`config.mk`:
```
export PLATFORM = sky130hd
export DESIGN_NAME = pba_row_unit
export DESIGN_NICKNAME = d
export VERILOG_FILES = /design/src/pba_pkg.sv /design/src/pba_row_unit.sv
export SDC_FILE = /design/constraint.sdc
export NUM_CORES = 1
export LEC_CHECK = 0
export ABC_AREA = 1
export BUFFER_PORTS_ARGS = -buffer_cell sky130_fd_sc_hd__buf_4
export CAP_MARGIN = 10
export CORE_ASPECT_RATIO = 0.6
export CORE_MARGIN = 4
export CORE_UTILIZATION = 57
export DETAILED_ROUTE_END_ITERATION = 6
export PLACE_DENSITY = 0.82
export SYNTH_ARGS = -nofsm -noshare
export SYNTH_HDL_FRONTEND = slang
export SYNTH_SLANG_ARGS = --single-unit
```
`constraint.sdc`:
```
create_clock -name vclk -period 11.4
set_clock_uncertainty 0.2 [all_clocks]
set_input_delay 1.71 -clock vclk [all_inputs]
set_output_delay 1.71 -clock vclk [all_outputs]
set_load 0.02 [all_outputs]
```
`src/pba_pkg.sv`:
```
// Shared types and constants for the page bitmap allocator.
// No dependencies; used by pba_row_unit and page_bitmap_allocator_top.
package pba_pkg;

  localparam int unsigned MAX_PAGES_DEF       = 4096;
  localparam int unsigned PAGE_BYTES_LOG2_DEF = 12;

  localparam int unsigned WORD_BITS = 32;
  localparam int unsigned BIT_W     = 5;
  localparam int unsigned POP_W     = 6;
  localparam int unsigned ADDR_W    = 32;
  localparam int unsigned LIMIT_W   = 13;
  localparam int unsigned FREE_W    = 13;

  localparam logic [FREE_W-1:0]  COUNT_MAX = 13'h1FFF;
  localparam logic [LIMIT_W-1:0] LIMIT_RST = 13'd4096;

  typedef enum logic [1:0] {
    MODE_ALLOC      = 2'd0,
    MODE_FREE       = 2'd1,
    MODE_RANGE_FREE = 2'd2,
    MODE_RANGE_USED = 2'd3
  } pba_mode_e;

  typedef enum logic [1:0] {
    SK_COUNT = 2'd0,
    SK_ALLOC = 2'd1,
    SK_FREE  = 2'd2,
    SK_USE   = 2'd3
  } pba_scan_e;

  typedef struct packed {
    pba_scan_e        kind;
    logic [BIT_W-1:0] lo;
    logic [BIT_W-1:0] hi;
  } pba_row_ctrl_t;

  typedef struct packed {
    logic [WORD_BITS-1:0] data;
    logic                 wr;
    logic                 hit;
    logic [BIT_W-1:0]     hit_bit;
    logic [POP_W-1:0]     pop;
  } pba_row_res_t;

endpackage

```
`src/pba_row_unit.sv`:
```
// Shared row unit: masks one bitmap word, finds the lowest free bit,
// counts bits and forms the updated word. Depends on pba_pkg.
module pba_row_unit (
  input  logic [pba_pkg::WORD_BITS-1:0] data_i,
  input  pba_pkg::pba_row_ctrl_t        ctrl_i,
  output pba_pkg::pba_row_res_t         res_o
);

  localparam int unsigned W  = pba_pkg::WORD_BITS;
  localparam int unsigned BW = pba_pkg::BIT_W;
  localparam int unsigned PW = pba_pkg::POP_W;

  logic [W-1:0]  mask;
  logic [W-1:0]  free_bits;
  logic [W-1:0]  used_bits;
  logic [W-1:0]  pop_src;
  logic [W-1:0]  low_bit;
  logic [PW-1:0] pop;
  logic [BW-1:0] hit_bit;

  always_comb begin
    mask      = ({W{1'b1}} << ctrl_i.lo) & ({W{1'b1}} >> (BW'(W - 1) - ctrl_i.hi));
    free_bits = ~data_i & mask;
    used_bits = data_i & mask;
    pop_src   = (ctrl_i.kind == pba_pkg::SK_FREE) ? used_bits : free_bits;
    low_bit   = free_bits & (~free_bits + W'(1));
    pop       = '0;
    hit_bit   = '0;
    for (int i = 0; i < W; i++) begin
      pop = pop + PW'(pop_src[i]);
      if (low_bit[i]) begin
        hit_bit = BW'(i);
      end
    end
    res_o.hit     = |free_bits;
    res_o.hit_bit = hit_bit;
    res_o.pop     = pop;
    case (ctrl_i.kind)
      pba_pkg::SK_ALLOC: begin
        res_o.data = data_i | low_bit;
        res_o.wr   = |free_bits;
      end
      pba_pkg::SK_FREE: begin
        res_o.data = data_i & ~mask;
        res_o.wr   = 1'b1;
      end
      pba_pkg::SK_USE: begin
        res_o.data = data_i | mask;
        res_o.wr   = 1'b1;
      end
      default: begin
        res_o.data = data_i;
        res_o.wr   = 1'b0;
      end
    endcase
  end

endmodule

```
==> qor.csv <==
metric;value;unit
outcome;completed;
CP Data Arrival Time;7.50;ns
hold-critical path depth;3;
Lkg Pwr;0.002359;µW
Pins Over Slew Limit;0;
Total GRT Usage;36.11;%
Hold WC Path Type;in2out;
Post-Syn Nets;705;
register area;0;µm²
initial core utilization;60.19;%
min-delay src;data_i[18];
crit path max fanout;6;
Reg power frac;0;%
Slew HR;37.02;%
Mapped Area;3416;µm²
internal power;131.3;µW
fraction of layout instances using a drive strength above 1;19.37;%
final hold vios;0;
I/O pin count;89;
Iteration-0 DRC Markers;685;
CP delay by family, top;adder cells;
fin crit period;9.415;ns
initial antenna violation count;0;
worst hold slack;3.550;ns
final setup fails;0;
Crit-path slowest cell;fa_1;
largest net degree at the start of global routing;43;
Synth area leaders;nand2_1, fa_1, inv_1;
GRT overflow;0;
Die W;107.9;µm
dpl hpwl;11230;µm
IO buf count;89;
total number of vias;4622;
CP Class;in2out;
Post-synth top cells;nand2_1, inv_1, nor2_1;
DIE AREA;7336;µm²
worst path buffer plus inverter count;6;
routability congestion estimate;1.051;
# clk buffers;0;
Area Growth Syn to Fin;20.37;%
nets;779;
sequential area share after synthesis;0;%
die height;67.97;µm
hold buffer count at cts;0;
setup bufs post-CTS;0;
Tightest Pin Transition;0.9437;ns
Logic pwr share;100.0;%
max cap viols;0;
RSZ-0062 raised after global routing;false;
Mapped Cells;630;
Antenna Nets Post-Route;0;
row count;21;
Worst Hold End;res_o[31];
CP Capture Type;primary output;
share of Yosys cell area claimed by the top area cell type;15.27;%
ANT cells;0;
Worst Path Required;9.49;ns
num sequential;0;
Cell Pwr Density;81.80;nW/µm²
Core Region;5675;µm²
Syn Area/Cell;5.422;µm²
CP max stage delay;0.60;ns
Sw Pwr;205.0;µW
final period utilization;82.59;%
Clock power frac;0;%
critical path's most frequent cell;fa_1;
VDD IR max;0.1718;mV
total power;336.3;µW
drt drc;0;
net switching share of the total power;60.96;%
area leader, netlist;nand2_1;
PostCTS Resize Cnt;0;
count of different cell masters after synthesis;48;
Startpoint Class;input pin;
first-pass GRT wire length;20780;µm
FMAX;106.2;MHz
crit-path cells;buf_4, nand2_1, nand2_1, nand2_1, nor3_1, nand2_1, inv_1, o21ai_0, fa_1, inv_1, fa_1, fa_1, fa_1, inv_1, fa_1, fa_1, inv_1, ha_1, nand2_1, nor2_1, a211oi_1, nor2_1, o21a_1, buf_4;
post-layout util;72.44;%
drt first pass iters;6;
average wire per standard cell;17.24;µm
vias in the first global route;4039;
post-route setup TNS;0;ns
final WL;13480;µm
vias per inst;5.910;
Synthesis Warnings;0;
Final Non-Filler Cells;782;
most frequent cell after synthesis;nand2_1;
placed cell count;782;
-- worst max-delay path by stage --
stage	from	to	slack, ns	cells after the start
final	ctrl_i[0]	res_o[5]	1.99	24
after global routing	ctrl_i[10]	res_o[5]	1.68	21
after CTS	ctrl_i[10]	res_o[5]	2.05	20
after detailed placement	ctrl_i[10]	res_o[5]	2.06	20
after global placement	ctrl_i[0]	res_o[5]	2.14	24
after floorplan	ctrl_i[11]	res_o[4]	2.16	19
-- power groups by stage --
stage	clock network, µW	logic [µW]	registers (µW)
finish	0	336	0
global route	0	368	0
CTS	0	334	0
detailed placement	0	332	0
global placement	0	320	0
floorplan	0	221	0
-- layer usage --
| metal | vias up | GRT usage [%] | wire length (µm) |
|---|---|---|---|
| met5 | - | 0 | 0 |
| met4 | 0 | 5.197 | 276 |
| met2 | 387 | 53.02 | 5203 |
| met3 | 28 | 9.896 | 2284 |
| li1 | 2163 | - | - |
| met1 | 2044 | 53.45 | 5717 |
-- placed cells by master, fill, tap and decap left out, drive strengths merged, types with 3 or more instances in the layout --
| cell | netlist | layout |
|---|---|---|
| nand3 | 42 | 42 |
| a21oi | 41 | 41 |
| inv | 130 | 130 |
| o22ai | 4 | 4 |
| buf | 6 | 91 |
| nor2 | 76 | 76 |
| a31oi | 6 | 6 |
| nor4 | 3 | 3 |
| nor3 | 23 | 23 |
| fa | 24 | 24 |
| ha | 7 | 7 |
| nand3b | 7 | 7 |
| nand4 | 16 | 16 |
| a21o | 5 | 5 |
| o21ai | 60 | 60 |
| nand2 | 146 | 146 |
| a211oi | 3 | 3 |
-- kinds of logic after synthesis --
kind of cell | synth area share (%)
buffers and inverters | 17.03
muxes | 0.2931
xor gates and xnor gates | 1.026
and+or+nand+nor | 44.87
adders and majority gates | 16.63
AOI/OAI and AO/OA | 20.15
-- final cells by class --
cell class	instances	area (µm²)
timing repair buffer	91	683.2
multi-input combinational	480	2836
inverter	131	491.7
fill	511	1564
tap	80	100.1
-- tightest hold or removal path, stage by stage --
cell and delay, ns:
buf_4 0.09, a21o_1 0.10, buf_4 0.13
-- per-stage QoR --
step	instance area, µm²	setup WS [ns]
after floorplan	3416	2.160
after global placement	4111	2.137
after detailed placement	4111	2.062
after CTS	4111	2.051
after global routing	4111	1.681
final	4111	1.985
(Power assumes the default switching activity.)
